**src/rtl/core/assert_macros.svh**
```systemverilog
// ----------------------------------------------------------------------------
// assert_macros.svh
// Shared concurrent assertion macros for the UTF-8 stream decoder RTL.
// ----------------------------------------------------------------------------
`ifndef ASSERT_MACROS_SVH
`define ASSERT_MACROS_SVH

// The property must hold at every clock edge outside of reset.
`define ASSERT_PROP(lbl, clk, rst_n, prop, msg) \
    lbl: assert property (@(posedge clk) disable iff (!rst_n) prop) else $error(msg);

// The condition must never be true at a clock edge outside of reset.
`define ASSERT_NEVER(lbl, clk, rst_n, cond, msg) \
    lbl: assert property (@(posedge clk) disable iff (!rst_n) !(cond)) else $error(msg);

`endif

```
**src/rtl/core/u8dec_pkg.sv**
```systemverilog
// ----------------------------------------------------------------------------
// u8dec_pkg
// Types, byte-class constants and helpers shared by the UTF-8 decoder RTL.
// ----------------------------------------------------------------------------
package u8dec_pkg;

    localparam int unsigned CP_W   = 21;
    localparam int unsigned LEN_W  = 3;
    localparam int unsigned PEND_W = 2;
    localparam int unsigned BYTE_W = 8;

    // Lead byte ranges.
    localparam logic [BYTE_W-1:0] ASCII_MAX  = 8'h7F;
    localparam logic [BYTE_W-1:0] LEAD2_MIN  = 8'hC2;
    localparam logic [BYTE_W-1:0] LEAD2_MAX  = 8'hDF;
    localparam logic [BYTE_W-1:0] LEAD3_MIN  = 8'hE0;
    localparam logic [BYTE_W-1:0] LEAD3_MAX  = 8'hEF;
    localparam logic [BYTE_W-1:0] LEAD4_MIN  = 8'hF0;
    localparam logic [BYTE_W-1:0] LEAD4_MAX  = 8'hF4;

    // Continuation bytes have the form 10xxxxxx.
    localparam logic [BYTE_W-1:0] CONT_MASK  = 8'hC0;
    localparam logic [BYTE_W-1:0] CONT_TAG   = 8'h80;

    // Payload masks of the lead and continuation bytes.
    localparam logic [BYTE_W-1:0] CONT_BITS  = 8'h3F;
    localparam logic [BYTE_W-1:0] LEAD2_BITS = 8'h1F;
    localparam logic [BYTE_W-1:0] LEAD3_BITS = 8'h0F;
    localparam logic [BYTE_W-1:0] LEAD4_BITS = 8'h07;

    typedef enum logic [2:0] {
        LEAD_ONE,
        LEAD_TWO,
        LEAD_THREE,
        LEAD_FOUR,
        LEAD_BAD
    } lead_class_t;

    // Decoder state carried from one byte to the next.
    typedef struct packed {
        logic              halted;
        logic [PEND_W-1:0] pending;
        logic [LEN_W-1:0]  seq_len;
        logic [CP_W-1:0]   partial;
    } dec_state_t;

    // One result item.
    typedef struct packed {
        logic [CP_W-1:0]  code_point;
        logic [LEN_W-1:0] byte_length;
        logic             decode_error;
        logic             last_of_text;
    } dec_result_t;

    function automatic lead_class_t classify_lead(input logic [BYTE_W-1:0] b);
        lead_class_t c;
        if (b <= ASCII_MAX)
            c = LEAD_ONE;
        else if (b >= LEAD2_MIN && b <= LEAD2_MAX)
            c = LEAD_TWO;
        else if (b >= LEAD3_MIN && b <= LEAD3_MAX)
            c = LEAD_THREE;
        else if (b >= LEAD4_MIN && b <= LEAD4_MAX)
            c = LEAD_FOUR;
        else
            c = LEAD_BAD;
        return c;
    endfunction

endpackage

```
**src/rtl/core/u8dec_step.sv**
```systemverilog
// ----------------------------------------------------------------------------
// u8dec_step
// Combinational decode of one byte against the current decoder state.
// ----------------------------------------------------------------------------
module u8dec_step
    import u8dec_pkg::*;
(
    input  dec_state_t        state,
    input  logic [BYTE_W-1:0] text_byte,
    input  logic              end_of_text,
    output dec_state_t        state_next,
    output logic              emit,
    output dec_result_t       result
);

    lead_class_t       lead;
    logic [PEND_W-1:0] pend_dec;
    logic [CP_W-1:0]   shifted;
    logic              fail;

    assign lead     = classify_lead(text_byte);
    assign pend_dec = PEND_W'(state.pending - PEND_W'(1));
    assign shifted  = {state.partial[CP_W-7:0], text_byte[5:0] & CONT_BITS[5:0]};

    always_comb
    begin
        state_next = state;
        emit       = 1'b0;
        fail       = 1'b0;
        result     = '{code_point: '0, byte_length: '0, decode_error: 1'b0,
                       last_of_text: end_of_text};

        if (state.halted)
        begin
            if (end_of_text)
                state_next = '0;
        end
        else if (state.pending == '0)
        begin
            case (lead)
                LEAD_ONE:
                begin
                    state_next         = '0;
                    emit               = 1'b1;
                    result.code_point  = CP_W'(text_byte);
                    result.byte_length = LEN_W'(1);
                end
                LEAD_TWO:
                begin
                    state_next.partial = CP_W'(text_byte & LEAD2_BITS);
                    state_next.pending = PEND_W'(1);
                    state_next.seq_len = LEN_W'(2);
                    fail               = end_of_text;
                end
                LEAD_THREE:
                begin
                    state_next.partial = CP_W'(text_byte & LEAD3_BITS);
                    state_next.pending = PEND_W'(2);
                    state_next.seq_len = LEN_W'(3);
                    fail               = end_of_text;
                end
                LEAD_FOUR:
                begin
                    state_next.partial = CP_W'(text_byte & LEAD4_BITS);
                    state_next.pending = PEND_W'(3);
                    state_next.seq_len = LEN_W'(4);
                    fail               = end_of_text;
                end
                default:
                begin
                    fail = 1'b1;
                end
            endcase
        end
        else if ((text_byte & CONT_MASK) != CONT_TAG)
        begin
            fail = 1'b1;
        end
        else if (pend_dec == '0)
        begin
            state_next         = '0;
            emit               = 1'b1;
            result.code_point  = shifted;
            result.byte_length = state.seq_len;
        end
        else
        begin
            state_next.partial = shifted;
            state_next.pending = pend_dec;
            fail               = end_of_text;
        end

        // A malformed or truncated sequence gives one error result and
        // drops the rest of the text.
        if (fail)
        begin
            state_next          = '0;
            state_next.halted   = !end_of_text;
            emit                = 1'b1;
            result.code_point   = '0;
            result.byte_length  = '0;
            result.decode_error = 1'b1;
        end
    end

endmodule

```
**src/rtl/core/u8dec_skid.sv**
```systemverilog
// ----------------------------------------------------------------------------
// u8dec_skid
// Two-entry output buffer: a result register plus a skid register.
// ----------------------------------------------------------------------------
module u8dec_skid
    import u8dec_pkg::*;
(
    input  logic        clk,
    input  logic        rst_n,
    input  logic        push,
    input  dec_result_t push_data,
    output logic        space,
    output logic        out_valid,
    input  logic        out_ready,
    output dec_result_t out_data
);

`include "assert_macros.svh"

    logic        out_valid_reg, out_valid_next;
    logic        skid_valid_reg, skid_valid_next;
    dec_result_t out_reg, out_next;
    dec_result_t skid_reg, skid_next;
    logic        pop;

    // The upstream side only stalls when both entries are full.
    assign space     = !skid_valid_reg;
    assign out_valid = out_valid_reg;
    assign out_data  = out_reg;
    assign pop       = out_valid_reg && out_ready;

    always_comb
    begin
        out_valid_next  = out_valid_reg;
        skid_valid_next = skid_valid_reg;
        out_next        = out_reg;
        skid_next       = skid_reg;

        if (!out_valid_reg || pop)
        begin
            if (skid_valid_reg)
            begin
                out_next        = skid_reg;
                out_valid_next  = 1'b1;
                skid_valid_next = 1'b0;
            end
            else
            begin
                out_next       = push_data;
                out_valid_next = push;
            end
        end
        else if (push)
        begin
            skid_next       = push_data;
            skid_valid_next = 1'b1;
        end
    end

    always_ff @(posedge clk or negedge rst_n)
    begin
        if (!rst_n)
        begin
            out_valid_reg  <= 1'b0;
            skid_valid_reg <= 1'b0;
        end
        else
        begin
            out_valid_reg  <= out_valid_next;
            skid_valid_reg <= skid_valid_next;
        end
    end

    always_ff @(posedge clk)
    begin
        out_reg  <= out_next;
        skid_reg <= skid_next;
    end

    `ASSERT_NEVER(a_skid_without_out, clk, rst_n, skid_valid_reg && !out_valid_reg, "skid entry held while the result register is empty")
    `ASSERT_NEVER(a_push_when_full, clk, rst_n, push && skid_valid_reg, "result pushed while both entries are full")

endmodule

```
**src/rtl/core/utf8_stream_decoder.sv**
```systemverilog
// ----------------------------------------------------------------------------
// utf8_stream_decoder
// Byte-serial UTF-8 decoder with stream interfaces on both sides.
// ----------------------------------------------------------------------------
//
//  Channel  | Dir | tdata                         | tuser        | tlast
//  ---------+-----+-------------------------------+--------------+-------------
//  s_axis   | in  | [7:0] text_byte               | -            | end_of_text
//  m_axis   | out | [20:0] code_point, [23:21] len| decode_error | last_of_text
//
//  One byte is accepted per cycle while the output buffer has room. The
//  byte and the decoder state feed a single level of decode logic whose
//  result is written into a two-entry output buffer that drives m_axis.
//  The state registers close the only loop, which is one short
//  compare-and-shift step, so back-to-back bytes are sustained.
//  s_axis_tready drops only when both output entries are full; a stalled
//  m_axis therefore costs throughput only after two results back up.
//  rst_n clears the decoder state and empties the output buffer at once.
//
module utf8_stream_decoder
    import u8dec_pkg::*;
(
    input  logic        clk,
    input  logic        rst_n,

    input  logic        s_axis_tvalid,
    output logic        s_axis_tready,
    input  logic [7:0]  s_axis_tdata,   // [7:0] text_byte
    input  logic        s_axis_tlast,   // end_of_text

    output logic        m_axis_tvalid,
    input  logic        m_axis_tready,
    output logic [23:0] m_axis_tdata,   // [20:0] code_point, [23:21] byte_length
    output logic        m_axis_tuser,   // [0] decode_error
    output logic        m_axis_tlast    // last_of_text
);

`include "assert_macros.svh"

    dec_state_t  state_reg, state_next, step_state;
    dec_result_t step_result, out_result;
    logic        step_emit;
    logic        accept;
    logic        buf_space;

    assign s_axis_tready = buf_space;
    assign accept        = s_axis_tvalid && buf_space;

    // Decode of the current byte against the state left by earlier bytes.
    u8dec_step u_step (
        .state       (state_reg),
        .text_byte   (s_axis_tdata),
        .end_of_text (s_axis_tlast),
        .state_next  (step_state),
        .emit        (step_emit),
        .result      (step_result)
    );

    // The state only advances when a byte is actually taken.
    assign state_next = accept ? step_state : state_reg;

    always_ff @(posedge clk or negedge rst_n)
    begin
        if (!rst_n)
            state_reg <= '0;
        else
            state_reg <= state_next;
    end

    // Output buffer decouples the result side from the byte side.
    u8dec_skid u_skid (
        .clk       (clk),
        .rst_n     (rst_n),
        .push      (accept && step_emit),
        .push_data (step_result),
        .space     (buf_space),
        .out_valid (m_axis_tvalid),
        .out_ready (m_axis_tready),
        .out_data  (out_result)
    );

    assign m_axis_tdata = {out_result.byte_length, out_result.code_point};
    assign m_axis_tuser = out_result.decode_error;
    assign m_axis_tlast = out_result.last_of_text;

    // The end of a text always leaves the decoder in its reset state.
    `ASSERT_PROP(a_eot_clears, clk, rst_n,
        accept && s_axis_tlast |=> state_reg == '0,
        "state not cleared after the last byte of a text")
    // While dropping bytes after an error, no sequence is in progress.
    `ASSERT_NEVER(a_halt_idle, clk, rst_n,
        state_reg.halted && (state_reg.pending != '0 || state_reg.partial != '0),
        "sequence state held while halted")
    // The recorded length always exceeds the bytes still outstanding.
    `ASSERT_NEVER(a_len_match, clk, rst_n,
        state_reg.pending != '0 && state_reg.seq_len <= LEN_W'(state_reg.pending),
        "sequence length out of step with pending count")

endmodule

```
**config.mk**
```make
export PLATFORM = sky130hd
export DESIGN_NAME = utf8_stream_decoder
export DESIGN_NICKNAME = d
export VERILOG_FILES = /design/src/rtl/core/u8dec_pkg.sv /design/src/rtl/core/u8dec_step.sv /design/src/rtl/core/u8dec_skid.sv /design/src/rtl/core/utf8_stream_decoder.sv
export VERILOG_INCLUDE_DIRS = /design/src /design/src/rtl/core
export SDC_FILE = /design/constraint.sdc
export NUM_CORES = 1
export LEC_CHECK = 0
export ABC_AREA = 0
export BUFFER_PORTS_ARGS = -buffer_cell sky130_fd_sc_hd__buf_2
export CAP_MARGIN = 5
export CORE_MARGIN = 3
export CORE_UTILIZATION = 62
export CTS_CLUSTER_DIAMETER = 40
export DETAILED_ROUTE_END_ITERATION = 12
export PLACE_DENSITY = 0.85
export SKIP_CTS_REPAIR_TIMING = 1
export SLEW_MARGIN = 10
export SYNTH_ARGS = -nofsm -noshare
export SYNTH_HDL_FRONTEND = slang
export SYNTH_SLANG_ARGS = --single-unit
export TNS_END_PERCENT = 1
```
**constraint.sdc**
```tcl
create_clock -name clk -period 6.71 [get_ports clk]
set_input_delay 1.0065 -clock clk [delete_from_list [all_inputs] [get_ports clk]]
set_output_delay 1.0065 -clock clk [all_outputs]
set_load 0.005 [all_outputs]
```
; ---- After elaboration in Yosys (flattened, before gate mapping)
; Cells that the tools add are included.
[word_totals]
register_bits = 75
output_inout_bits = 28
wordCells = 83
[op_classes]
addsub = 1
magnitude_cmp = 7
n_eq_ne = 7
n_mux = 34
bitwise = 1
reduce_logical = 19
[ops]
columns = operator, count
row1 = $mux 27, 4
row2 = $pmux 26 s4, 1
row3 = $mux 24, 4
row4 = $mux 26, 2
row5 = $mux 25, 1
row6 = $ge 8x8->1 const B, 3
row7 = $le 8x8->1 const B, 3
row8 = $mux 21, 1
row9 = $mux 3, 5
row10 = $mux 1, 13
row11 = $mux 11, 1
row12 = $le 8x7->1 const B, 1
row13 = $ne 7x6->1 const B, 1
row14 = $eq 3x2->1 const B, 2
row15 = $logic_and 1x1->1, 6
row16 = $reduce_and 5->1, 1
row17 = $logic_not 2->1, 2
row18 = $ne 4x2->1 const B, 1
row19 = $reduce_and 4->1, 1
row20 = $reduce_bool 4->1, 1
row21 = $eq 3x1->1 const B, 1
row22 = $logic_not 1->1, 3
row23 = $logic_not 3->1, 1
row24 = $ne 3x2->1 const B, 1
row25 = 9 further kinds, 9

; ---- Logic depth before layout (Yosys ltp)
[logic_depth]
depth_word = 15
mapped_depth = 8
ltp_nobuf = 7

; ---- Modules after synthesis
; From an unflattened synthesis, not the netlist that was laid out.
[unflattened]
hier_cells = 318
area_unflattened_um2 = 4195.3
[modules_own_cells]
columns = mod, n_inst, cells_per_inst, area_per_inst_um2
row1 = u8dec_skid, 1, 90, 2052.0
row2 = utf8_stream_decoder, 1, 58, 1113.6
row3 = u8dec_step, 1, 170, 1029.7

; ---- Worst setup path before layout
; Ideal clock, no wire load.
[synth_timing]
kind = input to register
from = input m_axis_tready
to = register u_skid.skid_reg[0] (netlist bit), enable pin
arrival_ns = 4.357
slack_ns = 1.878
stages = 2
cell_sequence = nand2b_1 > nor4_1
[synth_via]
elab_chain_len = 4
[synth_lines]
columns = element, line
row1 = "start, declared", utf8_stream_decoder.sv:32  ; input logic m_axis_tready,
row2 = $logic_and 1x1->1, u8dec_skid.sv:30  ; assign pop = out_valid_reg && out_ready;
row3 = $logic_or 1x1->1, u8dec_skid.sv:39  ; if (!out_valid_reg || pop)
row4 = $not 1->1 (no source line), --
row5 = $reduce_and 2->1 (no source line), --
row6 = "end signal, assigned", u8dec_skid.sv:77  ; skid_reg <= skid_next;
row7 = "end, declared", u8dec_skid.sv:23  ; dec_result_t skid_reg, skid_next;
; Every way passes these cells.
; A chain may end at the register's enable or synchronous reset.

; ---- Final worst setup path
[layout_timing]
from = register u_skid.skid_valid_reg
to = output s_axis_tready
[layout_via]
elab_chain_len = 1
[layout_lines]
columns = element, line
row1 = "start, declared", u8dec_skid.sv:21  ; logic skid_valid_reg, skid_valid_next;
row2 = "start signal, assigned", u8dec_skid.sv:70  ; skid_valid_reg <= skid_valid_next;
row3 = $logic_not 1->1, u8dec_skid.sv:27  ; assign space = !skid_valid_reg;
row4 = "end, declared", utf8_stream_decoder.sv:27  ; output logic s_axis_tready,
; Every way passes these cells.

==> results by group <==
Pwr
  • Reg power frac: 0.521
  • Sw power: roughly 360 µW
  • Internal power: roughly 850 µW
  • Sw frac: 0.299
  • PwrDens: 324 mW/mm²
  • Leak Pwr: 0.00155 µW
  • Total Power: 1210 µW
  • Max IR drop VDD: 173 µV
  • Clock share of power: 0.246
  • Gate power share: 0.232

Clocking
  • Root Driver: clkbuf_8
  • Clock Tree Buf Depth: 2
  • Clock slew at reported path FFs: 70 ps
  • Number of buffers created by CTS: 9
  • Insertion delay to the later sink of the worst-skew pair: roughly 330 ps
  • TritonCTS clock tree: yes
  • CTS H-tree depth: 3
  • Clock sinks: 75

Run status
  • Outcome: finished clean

Layout
  • Storage element area: 0.00214 mm²
  • Layout cells sized above 1: 0.285
  • Layout fillers: 334
  • Final instance area: 0.00373 mm²
  • Fin cells: 369
  • Nets@finish: roughly 310
  • Diode count: 0
  • Footprint of the multi-input gates: around 0.0011 mm²
  • Synthesis-to-finish area growth: 13.0%

Synthesis
  • Synth Area in Compound Gates: 0.115
  • Synth area leader: edfxtp_1
  • Synth Flop Type: edfxtp_1
  • Mux contribution to synthesized area: 0.0580
  • Top cell type's share of synthesized area: 0.473
  • Synthesized area: 0.00330 mm²
  • Synth cell types: 45
  • Post-Synth XOR/XNOR Area: 0
  • Most common cell in the netlist: edfxtp_1
  • Syn Inst Count: 254
  • Sequential area share after synthesis: 0.648
  • Register bit total from synthesis: 75
  • Synth async-reset ratio: 0.307
  • Synth Area in Simple Gates: 0.147
  • YS warnings: 0
  • Number of synthesized flops with an enable pin: 52
  • Synth area leaders: edfxtp_1, dfrtp_1, mux2_2
  • Post-Syn Nets: 269
  • Syn_area_per_cell: 13.0 µm²
  • Main combinational cell family by area after synthesis: simple AND/OR/NAND/NOR gates
  • Adder-cell share of the synthesized area: 0.00758
  • Synth top cells by count: edfxtp_1, and2_1, nand2_1, dfrtp_1, mux2_2

Detailed routing
  • Number of vias per cell: 5.77
  • DR WL met3: 345 µm
  • # DRC: 0
  • Uppermost layer routed: met4
  • DRT iter0 DRCs: 211
  • WL per Instance: roughly 17 µm
  • WL met1: 2860 µm
  • Drt total wl: between 6000 and 7000 µm
  • DRT Pass-1 Iters: 5
  • Met2 wire length: 2910 µm
  • Vias: 2130
  • Final antenna-violating net count: 0

Timing
  • Fmax: 309 MHz
  • Least-Margin Pin Slew: 856 ps
  • Unrepaired setup endpoints after global routing: no
  • Slew Viols, Final: 0
  • Final min period: 3230 ps
  • Setup violations, final: 0
  • Setup TNS: 0 ps
  • Clk_skew: slightly below 4 ps
  • Final hold violation count: 0
  • Share of the cycle needed by the critical path after routing: 0.482
  • Max transition margin: 0.426

Global routing
  • Initial antenna violation count: 0
  • First-pass GRT wire length: roughly 10000 µm
  • Total GRT Usage: 0.226
  • Largest net degree at the start of global routing: 31
  • Total gr overflow: 0
  • Vias in the first global route: 2034

Place
  • Post-DP Area: 0.00356 mm²
  • HPWL Detailed: 4240 µm
  • Port-buffer cells: 40
  • Placed insts: 353
  • Gpl congestion: 0.867

Critical path
  • CP Capture Type: primary output
  • CP startpoint kind: flip-flop
  • CP Data Arrival Time: roughly 2200 ps
  • Worst EP required: 5700 ps
  • Worst Path Max Fanout: 25
  • Crit path kind: reg2out

Floorplanning
  • # rows: 25
  • Top-level I/O count: 41
  • DIE HEIGHT: 79.0 µm
  • Starting Density: 0.668
  • Core area: 0.00494 mm²
  • Die Area: 0.00623 mm²
  • Die width: 79.0 µm

Flow run
  • Maxcap violations: 0

Worst hold path
  • Worst Hold Class: reg2reg
critical path: stages (launching register included):
cell,delay (ps)
dfrtp_1,670
clkinv_1,840
buf_2,380
path summary, 6_finish.rpt:
check | to | depth (start not counted) | slack, ps | from
max | s_axis_tready | 2 | 3480 | u_skid.skid_valid_reg$_DFFE_PN0P_
min | state_reg[9]$_DFFE_PN0P_ | 2 | 480 | state_reg[9]$_DFFE_PN0P_
max reg2reg | u_skid.skid_reg[10]$_DFFE_PP_ | 7 | 3760 | state_reg[24]$_DFFE_PN0P_
min reg2reg | state_reg[9]$_DFFE_PN0P_ | 2 | 480 | state_reg[9]$_DFFE_PN0P_
max in group asynchronous | state_reg[0]$_DFFE_PN0P_ | 1 | 5700 | rst_n
min in group asynchronous | state_reg[10]$_DFFE_PN0P_ | 1 | 650 | rst_n
layout by cell type, fill, tap and decap left out, types with 2 or more instances in the layout:
master,count
a21oi_2,2
ha_1,2
dfrtp_1,23
and2_1,30
mux2_2,17
buf_2,40
o31ai_1,2
a32o_1,5
clkbuf_8,10
nor2_1,9
nor3_2,2
nand3_1,5
o21ai_0,11
a31o_2,3
a21boi_0,2
buf_4,4
inv_1,4
nand2b_1,4
nand2_1,28
o21ai_1,4
clkinv_1,3
a31o_1,3
and3_1,2
edfxtp_1,52
nor3_1,2
a22o_1,4
and2b_1,2
a21oi_1,5
nor2b_1,3
metal layers:
layer  global-route usage  vias up
met4               0.0945        0
li1                     -     1020
met3               0.0385       12
met1                0.326     1011
met5                    0        -
met2                0.344       87
stage by stage:
stage | worst slack, ps | hold slack (ps) | utilization
2_1_floorplan | 1880 | 437 | -
3_3_place_gp | 3230 | 454 | 0.720
3_5_place_dp | 3240 | 464 | 0.720
4_1_cts | 3440 | 480 | 0.754
5_1_grt | 3310 | 496 | 0.754
6_report | 3480 | 475 | 0.754
final cells by class:
class	instances	share of cell area
sequential	75	0.573
inverter	5	0.00504
timing repair buffer	44	0.0618
clock buffer	11	0.0379
clock inverter	5	0.00772
multi-input combinational	162	0.292
tap	67	0.0225
logic make-up after synthesis:
group | after synthesis
DFF | 75
AOI/OAI and AO/OA | 51
and+or+nand+nor | 92
adders and majority gates | 2
buffers and inverters | 17
muxes | 17
power by group through the flow:
stage / sequential, µW / clock (µW) / combinational, µW
finish: 629 / 297 / 280
global route: 638 / 321 / 311
CTS: 629 / 301 / 282
detailed placement: 639 / 0 / 280
global placement: 633 / 0 / 271
floorplan: 636 / 0 / 174
(Power assumes the default switching activity.)
